[src/hdl/sxfe_pkg.sv]
// ----------------------------------------------------------------------------
// sxfe_pkg
// Shared types and constants for the sprite XOR framebuffer engine.
// ----------------------------------------------------------------------------
package sxfe_pkg;

  localparam int MEM_DEPTH    = 4096;
  localparam int FRAME_WIDTH  = 64;
  localparam int FRAME_HEIGHT = 32;

  localparam int COL_W  = $clog2(FRAME_WIDTH);
  localparam int ROW_W  = $clog2(FRAME_HEIGHT);
  localparam int ADDR_W = 12;
  localparam int CMD_W  = 3;

  localparam logic [CMD_W-1:0] CMD_MEM_WRITE = 3'd0;
  localparam logic [CMD_W-1:0] CMD_MEM_READ  = 3'd1;
  localparam logic [CMD_W-1:0] CMD_DRAW      = 3'd2;
  localparam logic [CMD_W-1:0] CMD_CLEAR     = 3'd3;
  localparam logic [CMD_W-1:0] CMD_ROW_READ  = 3'd4;

  typedef logic [FRAME_WIDTH-1:0] row_t;
  typedef logic [7:0]             byte_t;

  // framebuffer port control
  typedef struct packed {
    logic             rd_en;
    logic [ROW_W-1:0] rd_addr;
    logic             wr_en;
    logic [ROW_W-1:0] wr_addr;
    logic             clear;
  } fb_ctrl_t;

endpackage

[src/hdl/sxfe_frame_mem.sv]
// ----------------------------------------------------------------------------
// sxfe_frame_mem
// 1bpp framebuffer, one row per entry, with per-row valid bits so that a
// frame clear or reset only has to reset the valid bits.
// ----------------------------------------------------------------------------
module sxfe_frame_mem (
  input  logic               clk,
  input  logic               rst,
  input  sxfe_pkg::fb_ctrl_t ctrl,
  input  sxfe_pkg::row_t     wr_data,
  output sxfe_pkg::row_t     rd_data
);

  sxfe_pkg::row_t                  rows [sxfe_pkg::FRAME_HEIGHT];
  logic [sxfe_pkg::FRAME_HEIGHT-1:0] valid;

  always_ff @(posedge clk) begin
    if (rst) begin
      valid <= '0;
    end else if (ctrl.clear) begin
      valid <= '0;
    end else if (ctrl.wr_en) begin
      valid[ctrl.wr_addr] <= 1'b1;
    end
  end

  always_ff @(posedge clk) begin
    if (ctrl.wr_en) begin
      rows[ctrl.wr_addr] <= wr_data;
    end
  end

  // a row never written since the last clear reads as all off
  always_ff @(posedge clk) begin
    if (ctrl.rd_en) begin
      rd_data <= valid[ctrl.rd_addr] ? rows[ctrl.rd_addr] : '0;
    end
  end

endmodule

[config.mk]
export PLATFORM = sky130hd
export DESIGN_NAME = sxfe_frame_mem
export DESIGN_NICKNAME = d
export VERILOG_FILES = /design/src/hdl/sxfe_pkg.sv /design/src/hdl/sxfe_frame_mem.sv
export SDC_FILE = /design/constraint.sdc
export NUM_CORES = 2
export LEC_CHECK = 0
export ABC_CLOCK_PERIOD_IN_PS = 5450
export BUFFER_PORTS_ARGS = -buffer_cell sky130_fd_sc_hd__buf_2
export CELL_PAD_IN_SITES_DETAIL_PLACEMENT = 2
export CELL_PAD_IN_SITES_GLOBAL_PLACEMENT = 2
export CORE_ASPECT_RATIO = 1.25
export CORE_MARGIN = 4
export CORE_UTILIZATION = 52
export CTS_BUF_LIST = sky130_fd_sc_hd__clkbuf_4
export CTS_CLUSTER_DIAMETER = 80
export DETAILED_ROUTE_END_ITERATION = 16
export PLACE_DENSITY_LB_ADDON = 0.1
export SETUP_SLACK_MARGIN = 0.15
export SLEW_MARGIN = 25
export SYNTH_ARGS = -nofsm -noshare
export SYNTH_HDL_FRONTEND = slang
export SYNTH_SLANG_ARGS = --single-unit
[constraint.sdc]
create_clock -name clk -period 5.45 [get_ports clk]
set_clock_uncertainty 0.1 [all_clocks]
set_input_delay 1.09 -clock clk [delete_from_list [all_inputs] [get_ports clk]]
set_output_delay 1.09 -clock clk [all_outputs]
set_load 0.02 [all_outputs]
==> results of run 1 <==
## Yosys cell counts (3+ instances only)
library cell | instances | share of area, %
sky130_fd_sc_hd__o31ai_1 | 9 | 0.082
sky130_fd_sc_hd__a221oi_2 | 12 | 0.22
sky130_fd_sc_hd__a221o_1 | 39 | 0.47
sky130_fd_sc_hd__a21oi_1 | 73 | 0.44
sky130_fd_sc_hd__o21ai_0 | 44 | 0.27
sky130_fd_sc_hd__mux4_1 | 14 | 0.45
sky130_fd_sc_hd__buf_4 | 19 | 0.17
sky130_fd_sc_hd__a221oi_1 | 149 | 1.6
sky130_fd_sc_hd__clkbuf_1 | 115 | 0.52
sky130_fd_sc_hd__o21a_1 | 46 | 0.42
sky130_fd_sc_hd__o32ai_1 | 9 | 0.096
sky130_fd_sc_hd__mux4_2 | 304 | 8.3
sky130_fd_sc_hd__mux2i_1 | 418 | 5.1
sky130_fd_sc_hd__nand3_1 | 44 | 0.27
sky130_fd_sc_hd__o21ai_1 | 38 | 0.23
sky130_fd_sc_hd__buf_6 | 38 | 0.52
sky130_fd_sc_hd__nand2b_1 | 9 | 0.068
sky130_fd_sc_hd__and2_1 | 10 | 0.076
sky130_fd_sc_hd__or3b_2 | 3 | 0.032
sky130_fd_sc_hd__buf_2 | 39 | 0.24
sky130_fd_sc_hd__buf_12 | 14 | 0.34
sky130_fd_sc_hd__buf_1 | 7 | 0.032
sky130_fd_sc_hd__a2111oi_0 | 14 | 0.15
sky130_fd_sc_hd__a22oi_1 | 70 | 0.64
sky130_fd_sc_hd__buf_8 | 6 | 0.11
sky130_fd_sc_hd__nand2_1 | 3 | 0.014
sky130_fd_sc_hd__nand3b_1 | 5 | 0.046
sky130_fd_sc_hd__nor2_1 | 43 | 0.20
sky130_fd_sc_hd__nor3_1 | 78 | 0.47
sky130_fd_sc_hd__or2_2 | 9 | 0.068
sky130_fd_sc_hd__dfxtp_1 | 32 | 0.78
sky130_fd_sc_hd__edfxtp_1 | 2112 | 77
sky130_fd_sc_hd__o211a_1 | 39 | 0.47
## logic make-up after synthesis
group	share of synthesized area (%)
AOI/OAI and AO/OA	5.08
buffers and inverters	1.95
DFF	77.8
muxes	13.9
and+or+nand+nor	1.34
## through the flow
step / cell area [µm²] / worst slack (ns) / cells
after floorplan: 82400 / 0.405 / 3879
after global placement: 86000 / 1.45 / 5976
==> results by stage, run 1 <==
Run status:
- The run stopped with a tool error.
- The flow halted during 3_5_place_dp.
- The tool reported: "[ERROR DPL-0033] detailed placement checks failed during check placement".

Floorplanning:
- The initial utilization of the core area, before any placement, comes to approximately 52%.
- The die is 364 µm wide.
- The top-level port count is 143.
- The number of cell rows is 163.
- The overall die height is 453 µm.

Yosys:
- After technology mapping, the gate count stands at between 3000 and 4000.
- Yosys mapped the design onto 43 distinct sky130hd cell types.
- The synthesized design contains ~2100 register bits.
- The total number of yosys warnings is 0.
- The cell area after technology mapping is 0.0824 mm².
- The number of enable flip-flop cells after synthesis is about 2100.
- After synthesis, flip-flops and latches occupy ~78% of the total area.
- The most used flip-flop cell after synthesis is sky130_fd_sc_hd__edfxtp_1.
- Counting every net in the synthesized netlist gives 3958.
- The share of flip-flops with an asynchronous set or reset is 0%.
- Each instance of the synthesized netlist takes up on average approximately 21 µm².

Placed design:
- The final weighted congestion in routability-driven placement is 0.716.
- The number of port buffers is 142.
- Detailed placement ended at an HPWL of 153 mm.
==> run 2, diff against run 1 <==
==> config.mk (replaced) <==
export PLATFORM = sky130hd
export DESIGN_NAME = sxfe_frame_mem
export DESIGN_NICKNAME = d
export VERILOG_FILES = /design/src/hdl/sxfe_pkg.sv /design/src/hdl/sxfe_frame_mem.sv
export SDC_FILE = /design/constraint.sdc
export NUM_CORES = 2
export LEC_CHECK = 0
export ABC_CLOCK_PERIOD_IN_PS = 5450
export BUFFER_PORTS_ARGS = -buffer_cell sky130_fd_sc_hd__buf_2
export CORE_MARGIN = 4
export CORE_UTILIZATION = 40
export DETAILED_ROUTE_END_ITERATION = 16
export PLACE_DENSITY_LB_ADDON = 0.15
export SLEW_MARGIN = 25
export SYNTH_ARGS = -nofsm -noshare
export SYNTH_HDL_FRONTEND = slang
export SYNTH_SLANG_ARGS = --single-unit
==> run 2 against run 1 <==
The run now ends clean. Synthesized cell count is the same. Synthesized area is the same.
==> results by stage, run 2 <==
Run status:
- The run finished with clean final reports.

Placed design:
- The total cell area at the placement stage is between 0.08 and 0.09 mm².
- The congestion estimate from routability-driven global placement came to approximately 0.73.
- The placed instance count is between 6000 and 7000.
- The number of port buffers is 142.
- The detailed placement HPWL is roughly 110 mm.

Detailed routing:
- Using the TritonRoute via totals, the vias-per-cell ratio works out to 5.80.
- Dividing the detail-routed wire length by the instance count gives 32.8 µm.
- For this block, the initial DRC count from the detailed router was 3948.
- For this run, design rule violations remaining after detail routing come to 0.
- The number of detailed-route iterations in the first pass is 5.
- Detailed routing inserted a total of 40700 vias.
- The remaining number of nets flagged by the antenna check after routing is 0.
- For this block, the routed nets add up to 230 mm of wire.

STA:
- The final cycle utilization of the critical path is about three fifths.
- The maximum achievable frequency is 304 MHz.
- Headroom to the max-slew limit came out at roughly 28%.
- The tightest hold path in the finished design has a slack of ~0.36 ns.
- The number of hold-slack violations in the final timing report is 0.
- Setup repair after global routing left no endpoint under its margin.
- The total setup violations reported at the end of the flow is 0.
- Summed over all failing endpoints, the final setup total negative slack is 0 ns.
- The routed design could run at a clock period as short as 3.29 ns.
- For the pin with the worst max-slew slack, the measured transition is 1.09 ns.
- The total count of max-transition violations in the final report was 0.

Final layout:
- The number of standard cells in the layout, taps in and fillers out is 7011.
- Of the cells placed in the final design, the portion with a size suffix greater than 1 is 21.6%.
- Leaving out fill and tap cells, the most frequent cells in the layout are sky130_fd_sc_hd__edfxtp_1, sky130_fd_sc_hd__mux2i_1, sky130_fd_sc_hd__mux4_2.
- Summing all non-filler instances in the final layout gives an area of 0.0934 mm².
- The largest registers in the layout are rows x2048, rd_data x64, valid x32.
- The synthesis-to-finish area growth is 13.4%.
- The library cell used most frequently in the layout, excluding fill and tap cells, is sky130_fd_sc_hd__edfxtp_1.
- rows holds more flip-flops than any other register.
- The number of nets at the end of the flow is roughly 4200.
- The number of flip-flops in the largest register is 2048.

Yosys:
- The number of flip-flops and latches in the synthesized netlist is roughly 2100.
- Ranked by instance count, the synthesized netlist is headed by sky130_fd_sc_hd__edfxtp_1, sky130_fd_sc_hd__mux2i_1, sky130_fd_sc_hd__mux4_2.
- Counting every instance in the synthesized netlist gives 3879.
- The netlist uses 43 different library cells.
- The most area-hungry cell type in the Yosys netlist is sky130_fd_sc_hd__edfxtp_1.
- The share of flip-flops with an asynchronous set or reset is 0%.
- The average cell area after synthesis is between 20 and 25 µm².
- The number of enable flip-flop cells after synthesis is 2112.
- After synthesis the cells add up to 0.0824 mm².
- Yosys attributes the largest share of cell area to sky130_fd_sc_hd__edfxtp_1, sky130_fd_sc_hd__mux4_2, sky130_fd_sc_hd__mux2i_1.
- The most instantiated library cell after synthesis is sky130_fd_sc_hd__edfxtp_1.
- The Yosys step of the flow raised 0 warnings.
- The area share of the largest cell type after synthesis is between 70% and 80%.
- For this run, the leading register cell type out of synthesis is sky130_fd_sc_hd__edfxtp_1.
- The post-synthesis sequential area ratio is 77.8%.
- The synthesized net count is 3958.

Global routing:
- The met2 track utilization from global routing is 35.2%.
- The global-route wire length before repair is 323 mm.
- The maximum number of pins on one net before global-route repair is 119.
- Global routing consumed, over all layers together, 21.4% of the routing resources.
- The number of global-route vias before repair is between 40000 and 50000.
- The total congestion overflow is 0.
- For this run, global-route usage on met3 was measured as under 10%.
- In the global route stage, met1 resource usage came out at 29.9%.
- The busiest metal layer after global routing is met2.
- The initial antenna violation count came to 28.

Run:
- Max-cap violations in this run came to 0.

Worst setup path:
- The kind of critical path is in -> reg.
- The sort of element at the end of the critical path is a flip-flop.
- The arrival time reported for the critical path endpoint is 3.75 ns.
- Data on the critical path is required at its endpoint by 5.91 ns.
- The worst register-to-register path begins at valid[30].
- STA classifies the critical path startpoint as an input pin.
- Along the worst path, the maximum fanout reaches 33.
- The source of the critical timing path is ctrl[7].

Hold path:
- The startpoint identified for the worst hold timing path is valid[2].
- The class of the worst hold path is reg -> reg.

Power:
- The static leakage is roughly 30 nW.
- The maximum resistive drop on vdd is 0.334 mV.
- The power density over the cells is 370 mW/mm².
- The total power is approximately 35 mW.

Floorplanning:
- Pin placement for this block handled 143 I/O pins.
- Row generation in the floorplan step produced approximately 170 rows.
- Measured along the y axis, the die boundary spans between 400 and 500 µm.
- The die covers ~0.21 mm².
- The starting density of the core is 40.2%.
- From left edge to right edge, the die measures around 460 µm.
- The core region is 0.205 mm².

CTS:
- Clock-pin slew was measured on the worst setup and hold paths at 0.06 ns.
- The worst-skew pair later-pin latency is 0.85 ns.
- The total clock buffers created by CTS is between 200 and 250.
- Hold repair after CTS inserted 0 buffers.
- The post-CTS setup repair buffer count is 0.
- The clock sink total is roughly 2100.
- Gates resized during post-CTS repair numbered 0.
- The count of H-tree levels built during CTS is 4.
- The CTS tree is yes.
- The cell at the root of the clock tree is sky130_fd_sc_hd__clkbuf_16.
- The maximum buffer depth of the clock tree is 3.
run 2: cell counts after synthesis:
No cell type changed its count.
run 2: final timing paths:
path | endpoint | slack (ns) | depth (start not counted)
max | rd_data[26] | 2.16 | 7
min reg2reg | valid[2] | 0.36 | 1
min | valid[2] | 0.36 | 1
max reg2reg | rd_data[26] | 2.56 | 6
run 2: routing by layer:
layer	up-vias	part of all wire [%]
met2	1283	49
met3	289	5.7
met5	-	0.012
li1	17000	-
met4	4	1.9
met1	22100	43
run 2: power breakdown:
| group | internal, mW | switching (mW) | total, mW |
|---|---|---|---|
| Combinational | 0.571 | 1.12 | 1.69 |
| Clock | 8.19 | 6.26 | 14.5 |
| Sequential | 18.3 | 0.0682 | 18.4 |
run 2: cell families after synthesis:
group | Yosys count | synth area share, %
AND/OR/NAND/NOR | 213 | 1.34
flip-flops | 2144 | 77.8
AO/OA/AOI/OAI | 543 | 5.08
multiplexers | 738 | 13.9
buffers and inverters | 241 | 1.95
run 2: layout make-up:
| cell class | count | area [µm²] |
|---|---|---|
| clock inverters | 116 | 870 |
| fillers | 17300 | 111000 |
| flip-flops and latches | 2144 | 64100 |
| clock buffers | 294 | 6020 |
| diodes | 13 | 32.5 |
| well taps | 2688 | 3360 |
| multi-input cells | 1494 | 17000 |
| repair buffers | 259 | 2070 |
| inverters | 3 | 23.8 |
run 2: worst max-delay path: stages:
cell                      delay, ns
sky130_fd_sc_hd__buf_8         0.29
sky130_fd_sc_hd__mux4_1        0.60
sky130_fd_sc_hd__mux2_2        0.28
sky130_fd_sc_hd__nand3_2       0.09
sky130_fd_sc_hd__nand4_4       0.59
sky130_fd_sc_hd__buf_4         0.54
sky130_fd_sc_hd__o211a_1       0.17
run 2: per-stage QoR:
step / setup slack, ns / util [%]
after floorplan: 0.405 / -
after global placement: 1.28 / 42.2
after detailed placement: 1.28 / 42.2
after CTS: 2.21 / 45.6
after global routing: 2.14 / 45.6
final: 2.16 / 45.6
No activity file was read; power rests on OpenSTA's default activity.
