[config.mk]
export PLATFORM = sky130hd
export DESIGN_NAME = sxfe_xor_unit
export DESIGN_NICKNAME = d
export VERILOG_FILES = /design/src/hdl/sxfe_pkg.sv /design/src/hdl/sxfe_xor_unit.sv
export SDC_FILE = /design/constraint.sdc
export NUM_CORES = 1
export LEC_CHECK = 0
export BUFFER_PORTS_ARGS = -buffer_cell sky130_fd_sc_hd__buf_2
export CAP_MARGIN = 20
export CELL_PAD_IN_SITES_DETAIL_PLACEMENT = 0
export CELL_PAD_IN_SITES_GLOBAL_PLACEMENT = 1
export CORE_MARGIN = 5
export CORE_UTILIZATION = 32
export DETAILED_ROUTE_END_ITERATION = 7
export GPL_ROUTABILITY_DRIVEN = 0
export PLACE_DENSITY_LB_ADDON = 0.2
export RECOVER_POWER = 25
export SETUP_SLACK_MARGIN = 0.02
export SLEW_MARGIN = 30
export SYNTH_ARGS = -nofsm -noshare
export SYNTH_HDL_FRONTEND = slang
export SYNTH_SLANG_ARGS = --single-unit
[constraint.sdc]
create_clock -name vclk -period 6
set_clock_uncertainty 0.15 [all_clocks]
set_input_delay 0.3 -clock vclk [all_inputs]
set_output_delay 0.3 -clock vclk [all_outputs]
set_load 0.01 [all_outputs]
[src/hdl/sxfe_pkg.sv]
// ----------------------------------------------------------------------------
// sxfe_pkg
// Shared types and constants for the sprite XOR framebuffer engine.
// ----------------------------------------------------------------------------
package sxfe_pkg;

  localparam int MEM_DEPTH    = 4096;
  localparam int FRAME_WIDTH  = 64;
  localparam int FRAME_HEIGHT = 32;

  localparam int COL_W  = $clog2(FRAME_WIDTH);
  localparam int ROW_W  = $clog2(FRAME_HEIGHT);
  localparam int ADDR_W = 12;
  localparam int CMD_W  = 3;

  localparam logic [CMD_W-1:0] CMD_MEM_WRITE = 3'd0;
  localparam logic [CMD_W-1:0] CMD_MEM_READ  = 3'd1;
  localparam logic [CMD_W-1:0] CMD_DRAW      = 3'd2;
  localparam logic [CMD_W-1:0] CMD_CLEAR     = 3'd3;
  localparam logic [CMD_W-1:0] CMD_ROW_READ  = 3'd4;

  typedef logic [FRAME_WIDTH-1:0] row_t;
  typedef logic [7:0]             byte_t;

  // framebuffer port control
  typedef struct packed {
    logic             rd_en;
    logic [ROW_W-1:0] rd_addr;
    logic             wr_en;
    logic [ROW_W-1:0] wr_addr;
    logic             clear;
  } fb_ctrl_t;

endpackage

[src/hdl/sxfe_xor_unit.sv]
// ----------------------------------------------------------------------------
// sxfe_xor_unit
// Shared shift/XOR unit: places one sprite byte at column x (clipped at the
// right edge) and toggles it into a framebuffer row, flagging lit pixels hit.
// ----------------------------------------------------------------------------
module sxfe_xor_unit (
  input  sxfe_pkg::byte_t              sprite_byte,
  input  logic [sxfe_pkg::COL_W-1:0]   col,
  input  sxfe_pkg::row_t               old_row,
  output sxfe_pkg::row_t               new_row,
  output logic                         hit
);

  sxfe_pkg::row_t placed;
  sxfe_pkg::row_t mask;

  assign placed  = {sprite_byte, {(sxfe_pkg::FRAME_WIDTH-8){1'b0}}};
  // logical right shift drops bits past the right edge
  assign mask    = placed >> col;
  assign new_row = old_row ^ mask;
  assign hit     = |(old_row & mask);

endmodule
# Word level (Yosys, flattened, before mapping)
# Index checks and enable logic that the tools add are counted.
[word_totals]
reg_bits = 0
input_bits = 78
wordCells = 4
[op_classes]
shift = 1
bitwise = 2
reduce_logical = 1
[op_table]
columns = ["cell", "n"]
rows = [
  ["bitwise AND 64 bit", 1],
  ["OR reduction 64 bit", 1],
  ["right shift 64 x 6 -> 64 bit", 1],
  ["bitwise XOR 64 bit", 1],
]

# Depth between registers and ports, before layout
# Gate-level depths: netlist (run 1).
[depth]
depth_word = 3
mapped_depth = 10

# Worst setup path after synthesis (run 1)
# No wires, ideal clock.
[synth_timing]
path_kind = "input -> output"
from = "in col[0] (netlist bit)"
to = "out hit"
t_arrival_ps = 2569
required_time_ps = 5550
path_slack_ps = 2981
path_stages = 9
path_buffers = 1
cell_sequence = "buf_6 > mux4_1 > a22oi_1 > mux2_2 > nor2_1 > ha_1 > nor4_1 > nand4_1 > or4_1"
[synth_via]
elab_chain_len = 3
[synth_lines]
columns = ["element", "line", "text"]
rows = [
  ["start: declaration", "sxfe_xor_unit.sv:8", "input logic [sxfe_pkg::COL_W-1:0] col,"],
  ["right shift 64 x 6 -> 64 bit", "sxfe_xor_unit.sv:19", "assign mask = placed >> col;"],
  ["bitwise AND 64 bit", "sxfe_xor_unit.sv:21", "assign hit = |(old_row & mask);"],
  ["OR reduction 64 bit", "sxfe_xor_unit.sv:21", ""],
  ["end: declaration", "sxfe_xor_unit.sv:11", "output logic hit"],
]
# Every way passes these cells.

# Worst setup path in the final report (run 1)
# Same ends and word-level chain as after synthesis.

==> results of run 1 <==
power by group through the flow:
stage	clock, W	sequential (W)	combinational, W
after floorplan	0	0	0.000129
after global placement	0	0	0.000204
after detailed placement	0	0	0.000206
after CTS	0	0	0.000207
after global routing	0	0	0.000223
final	0	0	0.000200
cells by family after synthesis:
kind of cell,after synthesis
AND/OR/NAND/NOR,86
adder cells (fa/ha/maj),64
multiplexers,21
AO/OA/AOI/OAI,42
buffers and inverters,18
worst max-delay path, delay by kind of cell:
kind / cells / cell delay, ns
AND/OR/NAND/NOR: 4 / 1.16
multiplexers: 2 / 0.95
buffers and inverters: 2 / 0.80
AO/OA/AOI/OAI: 1 / 0.36
adder cells (fa/ha/maj): 1 / 0.18
final timing paths:
check                      to  slack, ns  depth (start not counted)
setup / recovery          hit       1.79                         10
hold / removal    new_row[16]       0.76                          3
per-layer routing:
layer	global-route usage (%)	up-vias	wire [um]
met5	0	-	0
met1	24.12	1097	3223
met3	1.024	2	573
met2	36.10	91	4002
li1	-	1158	-
met4	1.236	0	35
final cells by class:
type	instances	area [sq um]
well taps	75	93.84
inverters	1	3.754
multi-input cells	213	1821
fillers	662	3374
repair buffers	143	698.2
metrics by stage:
step / worst slack (ns) / utilization (%) / power (W)
floorplan: 2.981 / - / 0.0001294
global placement: 2.210 / 44.24 / 0.0002044
detailed placement: 2.200 / 44.24 / 0.0002059
CTS: 2.201 / 44.24 / 0.0002069
global route: 1.497 / 43.67 / 0.0002235
finish: 1.789 / 43.67 / 0.0002004
Yosys cell counts:
cell       instances  area [sq um]
a211oi_1           1         7.510
a21oi_1           11         55.05
a22oi_1            1         7.510
a2bb2oi_2          1         15.01
and2b_1            1         7.510
buf_12             1         20.02
buf_2              1         5.000
buf_6              3         33.78
clkbuf_1           8         30.03
clkbuf_8           4         55.05
ha_1              64         800.8
inv_1              1         3.750
mux2_2             6         67.56
mux2_4             2         30.03
mux2i_1            4         40.04
mux2i_2            2         27.53
mux2i_4            1         22.52
mux4_1             2         52.55
mux4_2             4         90.09
nand2_1            6         22.52
nand2_2            2         12.51
nand2b_1           5         31.28
nand3_1            1         5.000
nand3b_1           2         15.01
nand4_1            5         31.28
nand4b_1           1         8.760
nor2_1            36         135.1
nor2b_1            1         6.260
nor3b_1            2         15.01
nor4_1            16         100.1
o211ai_1           1         7.510
o21ai_0            4         20.02
o21bai_1           1         7.510
o22ai_1           20         125.1
o32ai_1            2         17.52
or2_0              1         6.260
or2_2              3         18.77
or3_1              2         12.51
or3_2              1         7.510
or4_1              1         7.510
==> reports/metrics.yaml, run 1 <==
status: "completed"
io_buffer_count: 143
synthSimpleGateAreaFrac_pct: 22.32
hp-class: "primary input to output port"
fmax_mhz: 237.5
critPathSlowestCell: "mux4_1"
nNetsFinal: 501
drtIter0Drc: 100
p_clk_share_pct: 0
synthCells: 231
critPathMaxFanout: 16
critPathRequiredTime_ns: 5.55
period_share_pct: 70.18
clkbuf_count: 0
dpl_cell_area_sq_um: 2650
dr.pass1.iters: 4
dieArea_sq_um: 7877
synth_compound_area_share_pct: 13.24
maxCapViolCount: 0
fin_crit_ns: 4.211
power.static_leakage_nw: 1.431
yosysSeqAreaShare_pct: 0
vias: 2348
cts_hold_buffers: 0
crit_path_start: "col[0]"
initial_core_util_pct: 33.12
slew_headroom_pct: 41.50
syn_nets: 373
rows: 28
crit_type: "primary input to output port"
synth.avg_cell_area_sq_um: 8.590
final_antenna_net_count: 0
die_x_um: 88.75
seq_area_sq_um: 0
combPwrFrac_pct: 100.0
power.internal_w: 0.00008582
crit_arrival_ns: 3.76
postCtsResizedCells: 0
max_stage_delay_ns: 0.65
drc: 0
vias_per_cell: 5.435
crit_chain: "clkbuf_1 -> mux4_1 -> a22oi_1 -> mux2_2 -> nor2_1 -> ha_1 -> nor4_1 -> nand4_1 -> or4_1 -> buf_2"
setup_viol: 0
area_growth_pct: 31.84
finalHoldViolations: 0
rsz0062_at_grt: "no"
routedWlPerCell_um: 18.14
synth_xor_area_share_pct: 0
vdd_drop_max_mv: 0.03154
synth_area_sq_um: 1984
fin_cells: 432
seq_power_share_pct: 0
report.final.slew_viol_count: 0
drive_gt1_share_pct: 41.74
hpwl_um: 6959
die_h_um: 88.75
core_area_sq_um: 5991
antenna_found_initial: 0
final_cell_mix: "129 x buf_2, 64 x ha_1, 36 x nor2_1, 20 x o22ai_1, 16 x nor4_1"
final_common_cell: "buf_2"
overflow: 0
synth_top_family_by_area: "adder cells"
grt_pass1_vias: 2407
stdcell_area_sq_um: 2616
p_switching_w: 0.0001146
min_from: "old_row[16]"
power_density_nw_per_um2: 76.60
grt_pass1_wl_um: 11770
nFlopsAndLatches: 0
post_cts_buffers: 0
tns_ns: 0
start_kind: "primary input"
synthMuxAreaShare_pct: 16.65
yosysUniqueCellTypes: 40
num_antenna_cells: 0
synthAdderAreaFrac_pct: 40.35
tightest_slew_ns: 0.8775
wirelength_um: 7835
post-place-cells: 432
synth_warnings: 0
grtUsageTotal_pct: 18.90
setup.worst_path.end_class: "output port"
grt_max_degree: 24
whs_ns: 0.7565
p_sw_share_pct: 57.18
ios: 143
(Power assumes the default switching activity.)
==> inputs of run 2 (changes only) <==
- CORE_UTILIZATION: 32 -> 29
- clock period: 6 -> 4.35 ns (I/O delays scaled with it)
==> reports/metrics.yaml, run 2 (synthesis results as in run 1) <==
status: "completed"
rsz0062_at_grt: "no"
seq_area_sq_um: 0  # unchanged
fin_crit_ns: 3.822
setup.worst_path.end_class: "output port"
hp-class: "primary input to output port"
period_share_pct: 87.87
fin_util_pct: 39.24  # -4.4 points
drc: 0  # unchanged
slew_headroom_pct: 45.70  # +4.2 points
final_common_cell: "buf_2"
routedWlPerCell_um: 18.34  # +1.1%
wirelength_um: 8032  # +2.5%
nNetsFinal: 502  # +0.20%
area_growth_pct: 32.85
nFlopsAndLatches: 0  # unchanged
report.final.slew_viol_count: 0  # unchanged
fin_cells: 438  # +1.4%
io_buffer_count: 143  # unchanged
grtUsageTotal_pct: 17.88  # -1.0 points
dr.pass1.iters: 4  # unchanged
power.static_leakage_nw: 1.439  # +0.59%
fmax_mhz: 261.6
crit_arrival_ns: 3.45  # -0.31 ns
die_x_um: 92.72  # +4.5%
whs_ns: 0.5911  # -0.1654 ns
rows: 30  # +7.1%
grt_max_degree: 24  # unchanged
post-place-cells: 438  # +1.4%
grt_pass1_wl_um: 12370  # +5.1%
fillers: 752  # +14%
dieArea_sq_um: 8597  # +9.1%
vias: 2334  # -0.60%
critPathMaxFanout: 23  # +7
min_from: "old_row[7]"
core_area_sq_um: 6719  # +12%
cts_hold_buffers: 0  # unchanged
vias_per_cell: 5.329  # -2.0%
initial_core_util_pct: 29.53  # -3.6 points
tns_ns: 0  # unchanged
ios: 143  # unchanged
crit_type: "primary input to output port"
clkbuf_count: 0  # unchanged
antenna_found_initial: 0  # unchanged
whs_path_depth: 3  # unchanged
postCtsResizedCells: 0  # unchanged
power_density_nw_per_um2: 105.4  # +38%
grt_pass1_vias: 2364  # -1.8%
multi_input_area_sq_um: 1824  # +0.21%
drive_gt1_share_pct: 42.46  # +0.72 points
final_antenna_net_count: 0  # unchanged
hpwl_um: 7126  # +2.4%
num_antenna_cells: 0  # unchanged
tightest_slew_ns: 0.7918  # -0.08566 ns
die_h_um: 92.72  # +4.5%
final_cell_mix: "131 x buf_2, 64 x ha_1, 36 x nor2_1, 20 x o22ai_1, 16 x nor4_1"
maxCapViolCount: 0  # unchanged
start_kind: "primary input"
overflow: 0  # unchanged
setup_viol: 0  # unchanged
drtIter0Drc: 93  # -7.0%
finalHoldViolations: 0  # unchanged
critPathRequiredTime_ns: 3.98  # -1.57 ns
vdd_drop_max_mv: 0.04160  # +32%
post_cts_buffers: 0  # unchanged
whs_endpoint: "new_row[7]"
## run 2: cell types whose count changed in the layout (fill, tap and decap cells not counted)
cell and change:
buf_2 +2, clkbuf_1 -2, buf_4 +1, mux2_1 +1
mux2_2 -1, mux2i_1 -1, mux2i_2 +1
## run 2: cell type report
type	instances	area share [%]
repair buffers	144	26.86
inverters	1	0.1424
multi-input cells	213	69.20
well taps	80	3.797
## run 2: per-stage QoR
step	total power (W)	area, sq um	setup slack (ns)
global placement	0.0002833	2664	0.6670
global route	0.0003089	2636	0.2870
detailed placement	0.0002854	2664	0.6800
finish	0.0002780	2636	0.5278
CTS	0.0002866	2664	0.6771
floorplan	0.0001784	1984	1.496
## run 2: critical path, stage by stage
cell	delay [ns]
buf_2	0.33
mux4_2	0.57
mux2i_1	0.65
nor3b_1	0.18
ha_1	0.23
nor4_1	0.38
nand4_1	0.19
or4_1	0.54
buf_2	0.16
## run 2: where the power goes
part           switching (W)  total [W]  internal [W]
logic               0.000159   0.000278      0.000119
registers                  0          0             0
clock network              0          0             0
total               0.000159   0.000278      0.000119
## run 2: worst max path at each step
stage               cells past startpoint  end    from
global placement                       10  hit  col[0]
finish                                  9  hit  col[1]
detailed placement                     10  hit  col[0]
CTS                                    10  hit  col[0]
floorplan                               9  hit  col[0]
global route                            9  hit  col[1]
## run 2: layer usage
metal	vias to the layer above	global-route usage (%)	share of wire, %
met1	1090	22.79	41
li1	1158	-	-
met3	0	1.219	6.1
met2	86	34.62	53
met4	0	0.2442	0
met5	-	0	0
==> inputs of run 3 (changes only) <==
- PLACE_DENSITY: not set -> 0.87
- PLACE_DENSITY_LB_ADDON: 0.2 -> not set
==> reports/metrics.yaml, run 3 (synthesis results as in run 1) <==
status: "completed"
grt_pass1_vias: 2394  # +1.3%
critPathRequiredTime_ns: 3.98  # about the same
fin_ws_ns: 0.7134  # +0.1856 ns
hpwl_um: 7039  # -1.2%
final_common_cell: "buf_2"
setup_viol: 0  # unchanged
setup.worst_path.end_class: "output port"
dr.pass1.iters: 4  # unchanged
routedWlPerCell_um: 18.13  # -1.2%
start_kind: "primary input"
core_area_sq_um: 6719  # unchanged
cts_hold_buffers: 0  # unchanged
crit_chain: "buf_2 -> mux4_1 -> a2bb2oi_1 -> mux2_2 -> nor2_1 -> ha_1 -> nor4_1 -> nand4_1 -> or4_1 -> buf_2"
vias: 2360  # +1.1%
antenna_found_initial: 0  # unchanged
initial_core_util_pct: 29.53  # unchanged
postCtsResizedCells: 0  # unchanged
m1WireLength_um: 3129  # -4.8%
max_stage_delay_ns: 0.61  # -0.04 ns
num_antenna_cells: 0  # unchanged
power.static_leakage_nw: 1.431  # -0.59%
seq_area_sq_um: 0  # unchanged
final_cell_mix: "130 x buf_2, 64 x ha_1, 36 x nor2_1, 20 x o22ai_1, 16 x nor4_1"
drive_gt1_share_pct: 42.30  # -0.16 points
dpl_cell_area_sq_um: 2656  # -0.28%
vdd_drop_max_mv: 0.04975  # +20%
crit_arrival_ns: 3.27  # -0.18 ns
grtUsageTotal_pct: 17.21  # -0.68 points
worst_path_most_repeated_cell: "buf_2"
rows: 30  # unchanged
fin_util_pct: 39.20  # about the same
report.final.slew_viol_count: 0  # unchanged
dpl_worst_slack_ns: 0.7778  # +0.09777 ns
post_cts_buffers: 0  # unchanged
crit_type: "primary input to output port"
nNetsFinal: 501  # -0.20%
finalHoldViolations: 0  # unchanged
tightest_slew_ns: 0.5602  # -0.2316 ns
vias_per_cell: 5.400  # +1.3%
drtIter0Drc: 178  # +91%
period_share_pct: 83.60  # -4.3 points
wl_met2_um: 4126  # -3.0%
ios: 143  # unchanged
dieArea_sq_um: 8597  # unchanged
grt_pass1_wl_um: 11960  # -3.3%
grt_max_degree: 24  # unchanged
fmax_mhz: 275.0  # +5.1%
io_buffer_count: 143  # unchanged
drc: 0  # unchanged
hp-class: "primary input to output port"
critPathMaxFanout: 16  # -30%
critPathSlowestCell: "mux4_1"
die_x_um: 92.72  # unchanged
nFlopsAndLatches: 0  # unchanged
path_buf_inv: 2  # unchanged
fin_crit_ns: 3.637  # -0.1856 ns
clkbuf_count: 0  # unchanged
power_density_nw_per_um2: 106.4  # +0.87%
area_growth_pct: 32.72  # about the same
slew_headroom_pct: 62.26  # +17 points
overflow: 0  # unchanged
dr.max_layer_used: "met4"
rsz0062_at_grt: "no"
tns_ns: 0  # unchanged
stdcell_area_sq_um: 2634  # about the same
wl_met3_um: 611  # +25%
die_h_um: 92.72  # unchanged
wirelength_um: 7921  # -1.4%
critPathTopFamily: "simple AND/OR/NAND/NOR gates"
final_antenna_net_count: 0  # unchanged
maxCapViolCount: 0  # unchanged
==> run 3: cell types whose count changed in the layout (fill, tap and decap cells not counted), sizes merged <==
cell / change
buf: -2
clkbuf: +1
==> run 3: final cells by class <==
| class | count | area (sq um) |
|---|---|---|
| well taps | 80 | 100.1 |
| multi-input cells | 213 | 1831 |
| repair buffers | 143 | 699.4 |
| fillers | 744 | 4085 |
| inverters | 1 | 3.754 |
==> run 3: worst paths after layout <==
| check | start | endpoint | slack (ns) | cells past startpoint |
|---|---|---|---|---|
| worst max-delay path | col[0] | hit | 0.71 | 10 |
| worst min-delay path | old_row[39] | new_row[39] | 0.59 | 3 |
==> run 3: metal layers <==
| metal | vias up | track usage [%] |
|---|---|---|
| li1 | 1157 | - |
| met1 | 1098 | 21.82 |
| met2 | 101 | 32.81 |
| met3 | 4 | 1.462 |
| met4 | 0 | 1.099 |
| met5 | - | 0 |
==> run 3: where the power goes <==
group          switching (W)  internal (W)  total [W]
Clock                      0             0          0
Sequential                 0             0          0
Combinational       0.000160      0.000120   0.000280
Total               0.000160      0.000120   0.000280
==> run 3: per-stage QoR <==
step | hold WS [ns] | power, W | cells
after global placement | 0.5933 | 0.0002807 | 437
after CTS | 0.5915 | 0.0002856 | 437
after global routing | 0.6063 | 0.0003080 | 437
final | 0.5888 | 0.0002801 | 437
after detailed placement | 0.5888 | 0.0002837 | 437
after floorplan | 0.4357 | 0.0001784 | 231
